`src/lr_pkg.sv`:
```
// ----------------------------------------------------------------------------
// lr_pkg: shared constants for the line rasterizer
// Port field widths, default tile size and queue sizing.
// ----------------------------------------------------------------------------
package lr_pkg;

    localparam int PORT_COORD_W   = 6;
    localparam int COLOR_W        = 8;
    localparam int COORD_BITS_DEF = 6;
    localparam int QUEUE_DEPTH    = 2;

    // steep, down, maj0, min0, majd, inc (one bit wider), color
    function automatic int entry_width(input int coord_bits);
        return 4 * coord_bits + 3 + COLOR_W;
    endfunction

endpackage

```
`src/lr_line_if.sv`:
```
// ----------------------------------------------------------------------------
// lr_line_if: line request channel
// Two endpoints and a color byte, valid/ready handshake.
// ----------------------------------------------------------------------------
interface lr_line_if;
    import lr_pkg::*;

    logic                    valid;
    logic                    ready;
    logic [PORT_COORD_W-1:0] start_x;
    logic [PORT_COORD_W-1:0] start_y;
    logic [PORT_COORD_W-1:0] end_x;
    logic [PORT_COORD_W-1:0] end_y;
    logic [COLOR_W-1:0]      color;

    modport source (output valid, start_x, start_y, end_x, end_y, color, input ready);
    modport sink   (input valid, start_x, start_y, end_x, end_y, color, output ready);

endinterface

```
`src/lr_pixel_if.sv`:
```
// ----------------------------------------------------------------------------
// lr_pixel_if: pixel write channel
// One pixel coordinate with color and end-of-line flag, valid/ready handshake.
// ----------------------------------------------------------------------------
interface lr_pixel_if;
    import lr_pkg::*;

    logic                    valid;
    logic                    ready;
    logic [PORT_COORD_W-1:0] pixel_x;
    logic [PORT_COORD_W-1:0] pixel_y;
    logic [COLOR_W-1:0]      pixel_color;
    logic                    last;

    modport source (output valid, pixel_x, pixel_y, pixel_color, last, input ready);
    modport sink   (input valid, pixel_x, pixel_y, pixel_color, last, output ready);

endinterface

```
`src/line_rasterizer.sv`:
```
// ----------------------------------------------------------------------------
// line_rasterizer: line walker for a square pixel tile
// Turns line requests into a stream of pixel writes.
// ----------------------------------------------------------------------------
// Usage:
//   req carries one line: start_x/start_y, end_x/end_y and a color byte.
//   pix carries one pixel write per item, with last set on the final pixel.
//   A line of major-axis length M gives M+1 pixels, from the lower to the
//   higher major coordinate, so 1 to 64 pixels on a 64x64 tile.
//   A request passes the queue, the walker registers and the output
//   register before its first pixel shows on pix.
//   Throughput: one pixel per cycle while pix accepts; a line holds the
//   walker for all its pixels, and the walker sets the request rate. The
//   next line loads in the same cycle as the final step of its predecessor.
//   A two-entry queue between the classifier and the walker takes requests
//   while a line is being drawn; req.ready drops only when it is full.
//   When pix stalls the pixel is held in the output register and the walker
//   waits; the queue keeps accepting until full.
//   Reset empties the queue and the output register, and drops pix.valid.
// ----------------------------------------------------------------------------
module line_rasterizer #(
    parameter int COORD_BITS = lr_pkg::COORD_BITS_DEF
) (
    input  logic       clk,
    input  logic       rst_n,
    lr_line_if.sink    req,
    lr_pixel_if.source pix
);
    import lr_pkg::*;

    localparam int ENTRY_W = entry_width(COORD_BITS);

    logic               push;
    logic               push_ready;
    logic [ENTRY_W-1:0] push_data;
    logic               q_valid;
    logic               q_pop;
    logic [ENTRY_W-1:0] q_data;

    lr_front #(
        .COORD_BITS (COORD_BITS)
    ) u_front (
        .req        (req),
        .push       (push),
        .push_data  (push_data),
        .push_ready (push_ready)
    );

    lr_queue #(
        .WIDTH (ENTRY_W),
        .DEPTH (QUEUE_DEPTH)
    ) u_queue (
        .clk        (clk),
        .rst_n      (rst_n),
        .push       (push),
        .push_data  (push_data),
        .push_ready (push_ready),
        .pop_valid  (q_valid),
        .pop        (q_pop),
        .pop_data   (q_data)
    );

    lr_back #(
        .COORD_BITS (COORD_BITS)
    ) u_back (
        .clk     (clk),
        .rst_n   (rst_n),
        .q_valid (q_valid),
        .q_pop   (q_pop),
        .q_data  (q_data),
        .pix     (pix)
    );

endmodule

```
`src/lr_front.sv`:
```
// ----------------------------------------------------------------------------
// lr_front: line request classifier
// Picks the major axis, orders the endpoints and sets up the error step.
// ----------------------------------------------------------------------------
module lr_front #(
    parameter int COORD_BITS = lr_pkg::COORD_BITS_DEF
) (
    lr_line_if.sink                                       req,
    output logic                                          push,
    output logic [lr_pkg::entry_width(COORD_BITS)-1:0]    push_data,
    input  logic                                          push_ready
);
    import lr_pkg::*;

    typedef struct packed {
        logic                  steep;
        logic                  down;
        logic [COORD_BITS-1:0] maj0;
        logic [COORD_BITS-1:0] min0;
        logic [COORD_BITS-1:0] majd;
        logic [COORD_BITS:0]   inc;
        logic [COLOR_W-1:0]    color;
    } entry_t;

    logic [COORD_BITS-1:0] ax, ay, bx, by;
    logic [COORD_BITS-1:0] adx, ady;
    logic [COORD_BITS-1:0] maj_a, maj_b, min_a, min_b, majd, mind;
    logic                  steep;
    logic                  swap;
    entry_t                entry;

    // only the low coordinate bits take part
    assign ax = req.start_x[COORD_BITS-1:0];
    assign ay = req.start_y[COORD_BITS-1:0];
    assign bx = req.end_x[COORD_BITS-1:0];
    assign by = req.end_y[COORD_BITS-1:0];

    always_comb
    begin
        adx   = (ax > bx) ? ax - bx : bx - ax;
        ady   = (ay > by) ? ay - by : by - ay;
        steep = ady > adx;
        if (steep)
        begin
            maj_a = ay;
            maj_b = by;
            min_a = ax;
            min_b = bx;
            majd  = ady;
            mind  = adx;
        end
        else
        begin
            maj_a = ax;
            maj_b = bx;
            min_a = ay;
            min_b = by;
            majd  = adx;
            mind  = ady;
        end
        // walk always goes up the major axis
        swap        = maj_a > maj_b;
        entry.steep = steep;
        entry.maj0  = swap ? maj_b : maj_a;
        entry.min0  = swap ? min_b : min_a;
        entry.down  = swap ? (min_a < min_b) : (min_b < min_a);
        entry.majd  = majd;
        entry.inc   = {1'b0, mind} + (COORD_BITS + 1)'(1);
        entry.color = req.color;
    end

    assign req.ready = push_ready;
    assign push      = req.valid;
    assign push_data = entry;

endmodule

```
`src/lr_queue.sv`:
```
// ----------------------------------------------------------------------------
// lr_queue: small request queue
// Register-based FIFO between classifier and walker.
// ----------------------------------------------------------------------------
module lr_queue #(
    parameter int WIDTH = 8,
    parameter int DEPTH = lr_pkg::QUEUE_DEPTH
) (
    input  logic             clk,
    input  logic             rst_n,
    input  logic             push,
    input  logic [WIDTH-1:0] push_data,
    output logic             push_ready,
    output logic             pop_valid,
    input  logic             pop,
    output logic [WIDTH-1:0] pop_data
);
    localparam int PTR_W = $clog2(DEPTH);
    localparam int CNT_W = $clog2(DEPTH + 1);

    logic [WIDTH-1:0] mem_reg [DEPTH];
    logic [PTR_W-1:0] wr_ptr_reg, wr_ptr_next;
    logic [PTR_W-1:0] rd_ptr_reg, rd_ptr_next;
    logic [CNT_W-1:0] count_reg, count_next;
    logic             do_push, do_pop;

    assign push_ready = count_reg != CNT_W'(DEPTH);
    assign pop_valid  = count_reg != '0;
    assign pop_data   = mem_reg[rd_ptr_reg];
    assign do_push    = push && push_ready;
    assign do_pop     = pop && pop_valid;

    always_comb
    begin
        wr_ptr_next = wr_ptr_reg;
        rd_ptr_next = rd_ptr_reg;
        count_next  = count_reg;
        if (do_push)
        begin
            wr_ptr_next = (wr_ptr_reg == PTR_W'(DEPTH - 1)) ? '0 : wr_ptr_reg + 1'b1;
        end
        if (do_pop)
        begin
            rd_ptr_next = (rd_ptr_reg == PTR_W'(DEPTH - 1)) ? '0 : rd_ptr_reg + 1'b1;
        end
        if (do_push && !do_pop)
        begin
            count_next = count_reg + 1'b1;
        end
        else if (do_pop && !do_push)
        begin
            count_next = count_reg - 1'b1;
        end
    end

    always_ff @(posedge clk or negedge rst_n)
    begin
        if (!rst_n)
        begin
            wr_ptr_reg <= '0;
            rd_ptr_reg <= '0;
            count_reg  <= '0;
        end
        else
        begin
            wr_ptr_reg <= wr_ptr_next;
            rd_ptr_reg <= rd_ptr_next;
            count_reg  <= count_next;
        end
    end

    always_ff @(posedge clk)
    begin
        if (do_push)
        begin
            mem_reg[wr_ptr_reg] <= push_data;
        end
    end

endmodule

```
`src/lr_back.sv`:
```
// ----------------------------------------------------------------------------
// lr_back: line walker
// Steps the major axis one pixel per unstalled cycle into a registered output.
// ----------------------------------------------------------------------------
module lr_back #(
    parameter int COORD_BITS = lr_pkg::COORD_BITS_DEF
) (
    input  logic                                       clk,
    input  logic                                       rst_n,
    input  logic                                       q_valid,
    output logic                                       q_pop,
    input  logic [lr_pkg::entry_width(COORD_BITS)-1:0] q_data,
    lr_pixel_if.source                                 pix
);
    import lr_pkg::*;

    localparam int C = COORD_BITS;

    typedef struct packed {
        logic               steep;
        logic               down;
        logic [C-1:0]       maj0;
        logic [C-1:0]       min0;
        logic [C-1:0]       majd;
        logic [C:0]         inc;
        logic [COLOR_W-1:0] color;
    } entry_t;

    entry_t             entry;
    logic               active_reg, active_next;
    logic               steep_reg, steep_next;
    logic               down_reg, down_next;
    logic [C-1:0]       mj_reg, mj_next;
    logic [C-1:0]       mn_reg, mn_next;
    logic [C-1:0]       cnt_reg, cnt_next;
    logic [C:0]         inc_reg, inc_next;
    logic [C:0]         thr_reg, thr_next;
    logic [C:0]         err_reg, err_next;
    logic [COLOR_W-1:0] color_reg, color_next;
    logic               out_valid_reg, out_valid_next;
    logic [C-1:0]       out_x_reg, out_x_next;
    logic [C-1:0]       out_y_reg, out_y_next;
    logic [COLOR_W-1:0] out_color_reg, out_color_next;
    logic               out_last_reg, out_last_next;
    logic               advance;
    logic               line_end;
    logic [C+1:0]       err_sum;
    logic               wrap;

    assign entry    = entry_t'(q_data);
    assign advance  = active_reg && (!out_valid_reg || pix.ready);
    assign line_end = cnt_reg == '0;
    assign q_pop    = q_valid && (!active_reg || (advance && line_end));
    assign err_sum  = {1'b0, err_reg} + {1'b0, inc_reg};
    assign wrap     = err_sum >= {1'b0, thr_reg};

    always_comb
    begin
        active_next    = active_reg;
        steep_next     = steep_reg;
        down_next      = down_reg;
        mj_next        = mj_reg;
        mn_next        = mn_reg;
        cnt_next       = cnt_reg;
        inc_next       = inc_reg;
        thr_next       = thr_reg;
        err_next       = err_reg;
        color_next     = color_reg;
        out_valid_next = out_valid_reg && !pix.ready;
        out_x_next     = out_x_reg;
        out_y_next     = out_y_reg;
        out_color_next = out_color_reg;
        out_last_next  = out_last_reg;

        if (advance)
        begin
            out_valid_next = 1'b1;
            out_x_next     = steep_reg ? mn_reg : mj_reg;
            out_y_next     = steep_reg ? mj_reg : mn_reg;
            out_color_next = color_reg;
            out_last_next  = line_end;
            mj_next        = mj_reg + 1'b1;
            cnt_next       = cnt_reg - 1'b1;
            if (wrap)
            begin
                err_next = (C + 1)'(err_sum - {1'b0, thr_reg});
                mn_next  = down_reg ? mn_reg - 1'b1 : mn_reg + 1'b1;
            end
            else
            begin
                err_next = (C + 1)'(err_sum);
            end
            if (line_end)
            begin
                active_next = 1'b0;
            end
        end

        // a new line can load in the cycle its predecessor ends
        if (q_pop)
        begin
            active_next = 1'b1;
            steep_next  = entry.steep;
            down_next   = entry.down;
            mj_next     = entry.maj0;
            mn_next     = entry.min0;
            cnt_next    = entry.majd;
            inc_next    = entry.inc;
            thr_next    = {1'b0, entry.majd} + (C + 1)'(1);
            err_next    = entry.inc >> 1;
            color_next  = entry.color;
        end
    end

    always_ff @(posedge clk or negedge rst_n)
    begin
        if (!rst_n)
        begin
            active_reg    <= 1'b0;
            out_valid_reg <= 1'b0;
        end
        else
        begin
            active_reg    <= active_next;
            out_valid_reg <= out_valid_next;
        end
    end

    always_ff @(posedge clk)
    begin
        steep_reg     <= steep_next;
        down_reg      <= down_next;
        mj_reg        <= mj_next;
        mn_reg        <= mn_next;
        cnt_reg       <= cnt_next;
        inc_reg       <= inc_next;
        thr_reg       <= thr_next;
        err_reg       <= err_next;
        color_reg     <= color_next;
        out_x_reg     <= out_x_next;
        out_y_reg     <= out_y_next;
        out_color_reg <= out_color_next;
        out_last_reg  <= out_last_next;
    end

    assign pix.valid       = out_valid_reg;
    assign pix.pixel_x     = PORT_COORD_W'(out_x_reg);
    assign pix.pixel_y     = PORT_COORD_W'(out_y_reg);
    assign pix.pixel_color = out_color_reg;
    assign pix.last        = out_last_reg;

`ifndef NO_ASSERTIONS
    // error term stays below the threshold while walking
    a_err_bound: assert property (@(posedge clk) disable iff (!rst_n)
        active_reg |-> err_reg < thr_reg)
        else $error("error term out of range");

    // the final step of a line emits a pixel flagged last
    a_last_flag: assert property (@(posedge clk) disable iff (!rst_n)
        advance && line_end |=> out_valid_reg && out_last_reg)
        else $error("last flag missing on final pixel");

    // inside a line the major coordinate steps by one
    a_major_step: assert property (@(posedge clk) disable iff (!rst_n)
        advance && !line_end |=> mj_reg == C'($past(mj_reg) + 1'b1))
        else $error("major axis did not step");
`endif

endmodule
```
`src/flat_wrapper.sv`:
```
// flat-port wrapper written by rule: the top's interface ports become plain ports
module line_rasterizer_flat import lr_pkg::*;
#(
    parameter int COORD_BITS = lr_pkg::COORD_BITS_DEF
)
  (clk, rst_n, req_valid, req_start_x, req_start_y, req_end_x, req_end_y, req_color, req_ready, pix_valid, pix_pixel_x, pix_pixel_y, pix_pixel_color, pix_last, pix_ready);
  lr_line_if req_i ();
  lr_pixel_if pix_i ();
  input  logic clk;
  input  logic rst_n;
  input wire logic [$bits(req_i.valid)-1:0] req_valid;
  input wire logic [$bits(req_i.start_x)-1:0] req_start_x;
  input wire logic [$bits(req_i.start_y)-1:0] req_start_y;
  input wire logic [$bits(req_i.end_x)-1:0] req_end_x;
  input wire logic [$bits(req_i.end_y)-1:0] req_end_y;
  input wire logic [$bits(req_i.color)-1:0] req_color;
  output wire logic [$bits(req_i.ready)-1:0] req_ready;
  output wire logic [$bits(pix_i.valid)-1:0] pix_valid;
  output wire logic [$bits(pix_i.pixel_x)-1:0] pix_pixel_x;
  output wire logic [$bits(pix_i.pixel_y)-1:0] pix_pixel_y;
  output wire logic [$bits(pix_i.pixel_color)-1:0] pix_pixel_color;
  output wire logic [$bits(pix_i.last)-1:0] pix_last;
  input wire logic [$bits(pix_i.ready)-1:0] pix_ready;
  assign req_i.valid = req_valid;
  assign req_i.start_x = req_start_x;
  assign req_i.start_y = req_start_y;
  assign req_i.end_x = req_end_x;
  assign req_i.end_y = req_end_y;
  assign req_i.color = req_color;
  assign req_ready = req_i.ready;
  assign pix_valid = pix_i.valid;
  assign pix_pixel_x = pix_i.pixel_x;
  assign pix_pixel_y = pix_i.pixel_y;
  assign pix_pixel_color = pix_i.pixel_color;
  assign pix_last = pix_i.last;
  assign pix_i.ready = pix_ready;
  line_rasterizer #(.COORD_BITS(COORD_BITS)) u_core (.clk(clk), .rst_n(rst_n), .req(req_i), .pix(pix_i));
endmodule
```
`config.mk`:
```
export PLATFORM = sky130hd
export DESIGN_NAME = line_rasterizer_flat
export DESIGN_NICKNAME = d
export VERILOG_FILES = /design/src/lr_pkg.sv /design/src/lr_line_if.sv /design/src/lr_pixel_if.sv /design/src/line_rasterizer.sv /design/src/lr_front.sv /design/src/lr_queue.sv /design/src/lr_back.sv /design/src/flat_wrapper.sv
export SDC_FILE = /design/constraint.sdc
export NUM_CORES = 1
export LEC_CHECK = 0
export BUFFER_PORTS_ARGS = -buffer_cell sky130_fd_sc_hd__buf_2
export CORE_MARGIN = 5
export CORE_UTILIZATION = 53
export CTS_CLUSTER_DIAMETER = 150
export DETAILED_ROUTE_END_ITERATION = 6
export PLACE_DENSITY = 0.71
export RECOVER_POWER = 100
export SLEW_MARGIN = 0
export SYNTH_ARGS = -nofsm -noshare
export SYNTH_HDL_FRONTEND = slang
export SYNTH_HIERARCHICAL = 1
export SYNTH_SLANG_ARGS = --single-unit
```
`constraint.sdc`:
```
create_clock -name clk -period 7.25 [get_ports clk]
set_input_delay 1.8125 -clock clk [delete_from_list [all_inputs] [get_ports clk]]
set_output_delay 1.8125 -clock clk [all_outputs]
set_load 0.05 [all_outputs]
```
==> out/metrics.yaml <==
status: "finished, violations left"
violations: "max-capacitance violations, max-slew violations"
place_inst: 954
syn_area_mm2: 0.00869
worstSkewPairLatency_ns: 0.42
ir_worst_vdd_uv: 193
hold_slack_ns: 0.420
avgSynthCellArea_um2: 12.4
ys_top_cells_by_area: "edfxtp_1, ha_1, mux2_4"
initialDrtViolationCount: 366
layout.nets: 863
fin_worst_skew_ns: 0.0113
cts_max_level: 4
min_from: "u_core/u_back/color_reg[4]"
design_area_mm2: 0.00957
fin_crit_ns: 6.90
vias_per_cell: 5.48
gp_congestion: 0.984
syn_nets: 804
cpMaxStageDelayCell: "xnor2_1"
finalHoldViolations: 0
rows: 46
antenna_found_initial: 0
stdcell_count: 986
setup-violations-final: 0
clock.fmax_ghz: 0.145
yosys_warnings: 6
r2r_end: "u_core/u_back/err_reg[5]"
crit_type: "input port to register"
r2r-start: "u_core/u_back/cnt_reg[0]"
cts_tree: "built"
synth_cells: 698
synth_edf_count: 139
cp_max_fo: 10
synth_top_area_frac: 0.480
dpl-instance-area_mm2: 0.00908
hold_depth: 0
die_y_um: 138
min_period_over_period: 0.951
core_mm2: 0.0160
rsz0062_at_grt: "no"
p_per_area_mw_per_mm2: 439
largest_reg_flops: 70
drc_errors: 0
relSlewSlack: -1.09
synth-seq-area-share: 0.500
p_leak_nw: 3.93
path_clk_slew_ns: 0.06
drt-wirelength-per-cell_um: 16.7
drt-pass1-iter-count: 5
path_cells: "buf_2 -> inv_1 -> ha_1 -> inv_1 -> fa_1 -> a21o_2 -> a311oi_1 -> or3_1 -> mux2i_1 -> xnor2_1 -> inv_1 -> ha_1 -> a21o_1 -> a21o_1 -> a221oi_1 -> a31o_2 -> buf_4 -> mux2_2 -> ha_1 -> and3_1 -> a221oi_1 -> a41oi_1 -> buf_4 -> mux2i_1"
yosysTopAreaCell: "edfxtp_1"
die-area_mm2: 0.0191
fin_util: 0.598
post_cts_buffers: 0
io_pins: 59
synth_cell_types: 63
n_antenna_cell: 0
pre_cts_ws_ns: -0.0125
grtUsageTotal: 0.174
clock_sinks: 146
grt-ovfl-total: 0
drive_above_1_share: 0.152
root_buffer: "clkbuf_16"
grt_max_degree: 49
slew_violations: 158
portBuffers: 58
finalPower_mw: 4.20
clock_path_buffers: 2
die_w_um: 138
timing.final.ws_setup_ns: 0.355
arrival_ns: 7.11
routed_wirelength_um: 16500
cp-start-kind: "input port"
hold_class: "register to register"
grt_pass1_wl_um: 27200
r2r_slack_ns: 2.83
finalSetupTns_ns: 0
dominantRegCellSynth: "edfxtp_1"
cts_buffers: 17
cap_violations: 4
antenna_left: 0
ys_ff_latch: 146
hold_end: "u_core/u_back/pix.pixel_color[4]"
async_reset_ff_frac: 0.0411
start_util: 0.543
r2r_cells: 10
grt_pass1_vias: 5559
areaGrowthSynthToFinish_pct: 10.1
num-fill-cells: 1327
cp.required_ns: 7.47
critPathCaptureType: "register"
tightest_slew_ns: 3.13
via_count: 5408
cp_slowest_stage_delay_ns: 0.43
dp_hpwl_um: 12100
## critical path: cells and delay by family
family                   cells  cell delay, ns
buffers and inverters        6            0.80
XOR/XNOR                     1            0.43
multiplexers                 3            0.84
adder cells (fa/ha/maj)      4            1.06
AO/OA/AOI/OAI                8            1.71
AND/OR/NAND/NOR              2            0.46
## repair_timing
| item | in CTS | in global routing |
|---|---|---|
| hold buffers | 0 | 0 |
| gates resized for setup | 0 | 1 |
| hold endpoints to repair | 0 | 0 |
| endpoints found under the setup margin | 0 | 2 |
## metal layers
metal / up-vias / global-route usage / share of wire
li1: 2664 / - / -
met1: 2580 / 0.226 / 0.45
met2: 137 / 0.292 / 0.49
met3: 27 / 0.0341 / 0.041
met4: 0 / 0.0614 / 0.019
met5: - / 0 / 0
## cells in the final DEF, fill, tap and decap left out, types with 19 or more instances in the layout
| cell | instances |
|---|---|
| ha_1 | 63 |
| edfxtp_1 | 139 |
| mux2i_1 | 41 |
| buf_2 | 30 |
| a21oi_1 | 41 |
| clkbuf_1 | 33 |
| o21ai_0 | 30 |
| nand2_1 | 37 |
| inv_1 | 64 |
| nor2_1 | 36 |
| mux2_1 | 19 |
| xnor2_1 | 21 |
## synthesized netlist by cell type, drive strengths merged (6+ instances only)
library cell	instances
dfrtp	6
buf	30
mux2i	41
o21bai	7
nand2	37
nand3	12
a21o	17
o21ai	32
xnor2	22
nor2	36
fa	7
nand2b	8
mux2	47
ha	63
xor2	17
a21oi	44
inv	64
edfxtp	139
a211oi	6
## kinds of logic (layout without fill, tap and decap cells)
kind of cell | Yosys count | after routing | synth area share
adder cells (fa/ha/maj) | 70 | 70 | 0.107
flip-flops | 146 | 146 | 0.500
multiplexers | 88 | 88 | 0.121
buffers and inverters | 99 | 171 | 0.0631
AND/OR/NAND/NOR | 119 | 119 | 0.0647
AO/OA/AOI/OAI | 137 | 137 | 0.105
XOR/XNOR | 39 | 39 | 0.0393
## area by class of cell
| type | instances | area [µm²] | share of cell area |
|---|---|---|---|
| Multi-Input combinational cell | 453 | 3730 | 0.390 |
| Clock buffer | 17 | 425 | 0.0445 |
| Tap cell | 216 | 270 | 0.0283 |
| Inverter | 64 | 240 | 0.0251 |
| Sequential cell | 146 | 4340 | 0.454 |
| Clock inverter | 15 | 186 | 0.0195 |
| Timing Repair Buffer | 75 | 364 | 0.0381 |
## where the power goes
group          internal [mW]  switching, mW  leakage, nW
Combinational          0.805           1.04         2.26
Clock                  0.497          0.375        0.297
Sequential              1.34          0.134         1.38
## how the worst max path moves through the flow
stage	from	to	depth (start not counted)	slack [ns]
final	req_start_y[0]	u_core/u_queue/mem_reg[1][23]	24	0.35
after CTS	req_start_y[4]	u_core/u_queue/mem_reg[1][23]	24	0.40
after global routing	req_start_y[0]	u_core/u_queue/mem_reg[1][23]	26	0.01
after floorplan	req_start_y[0]	u_core/u_queue/mem_reg[0][28]	27	0.10
after detailed placement	req_start_y[4]	u_core/u_queue/mem_reg[0][23]	24	-0.01
after global placement	req_start_y[4]	u_core/u_queue/mem_reg[1][33]	24	0.17
(Power assumes the default switching activity.)
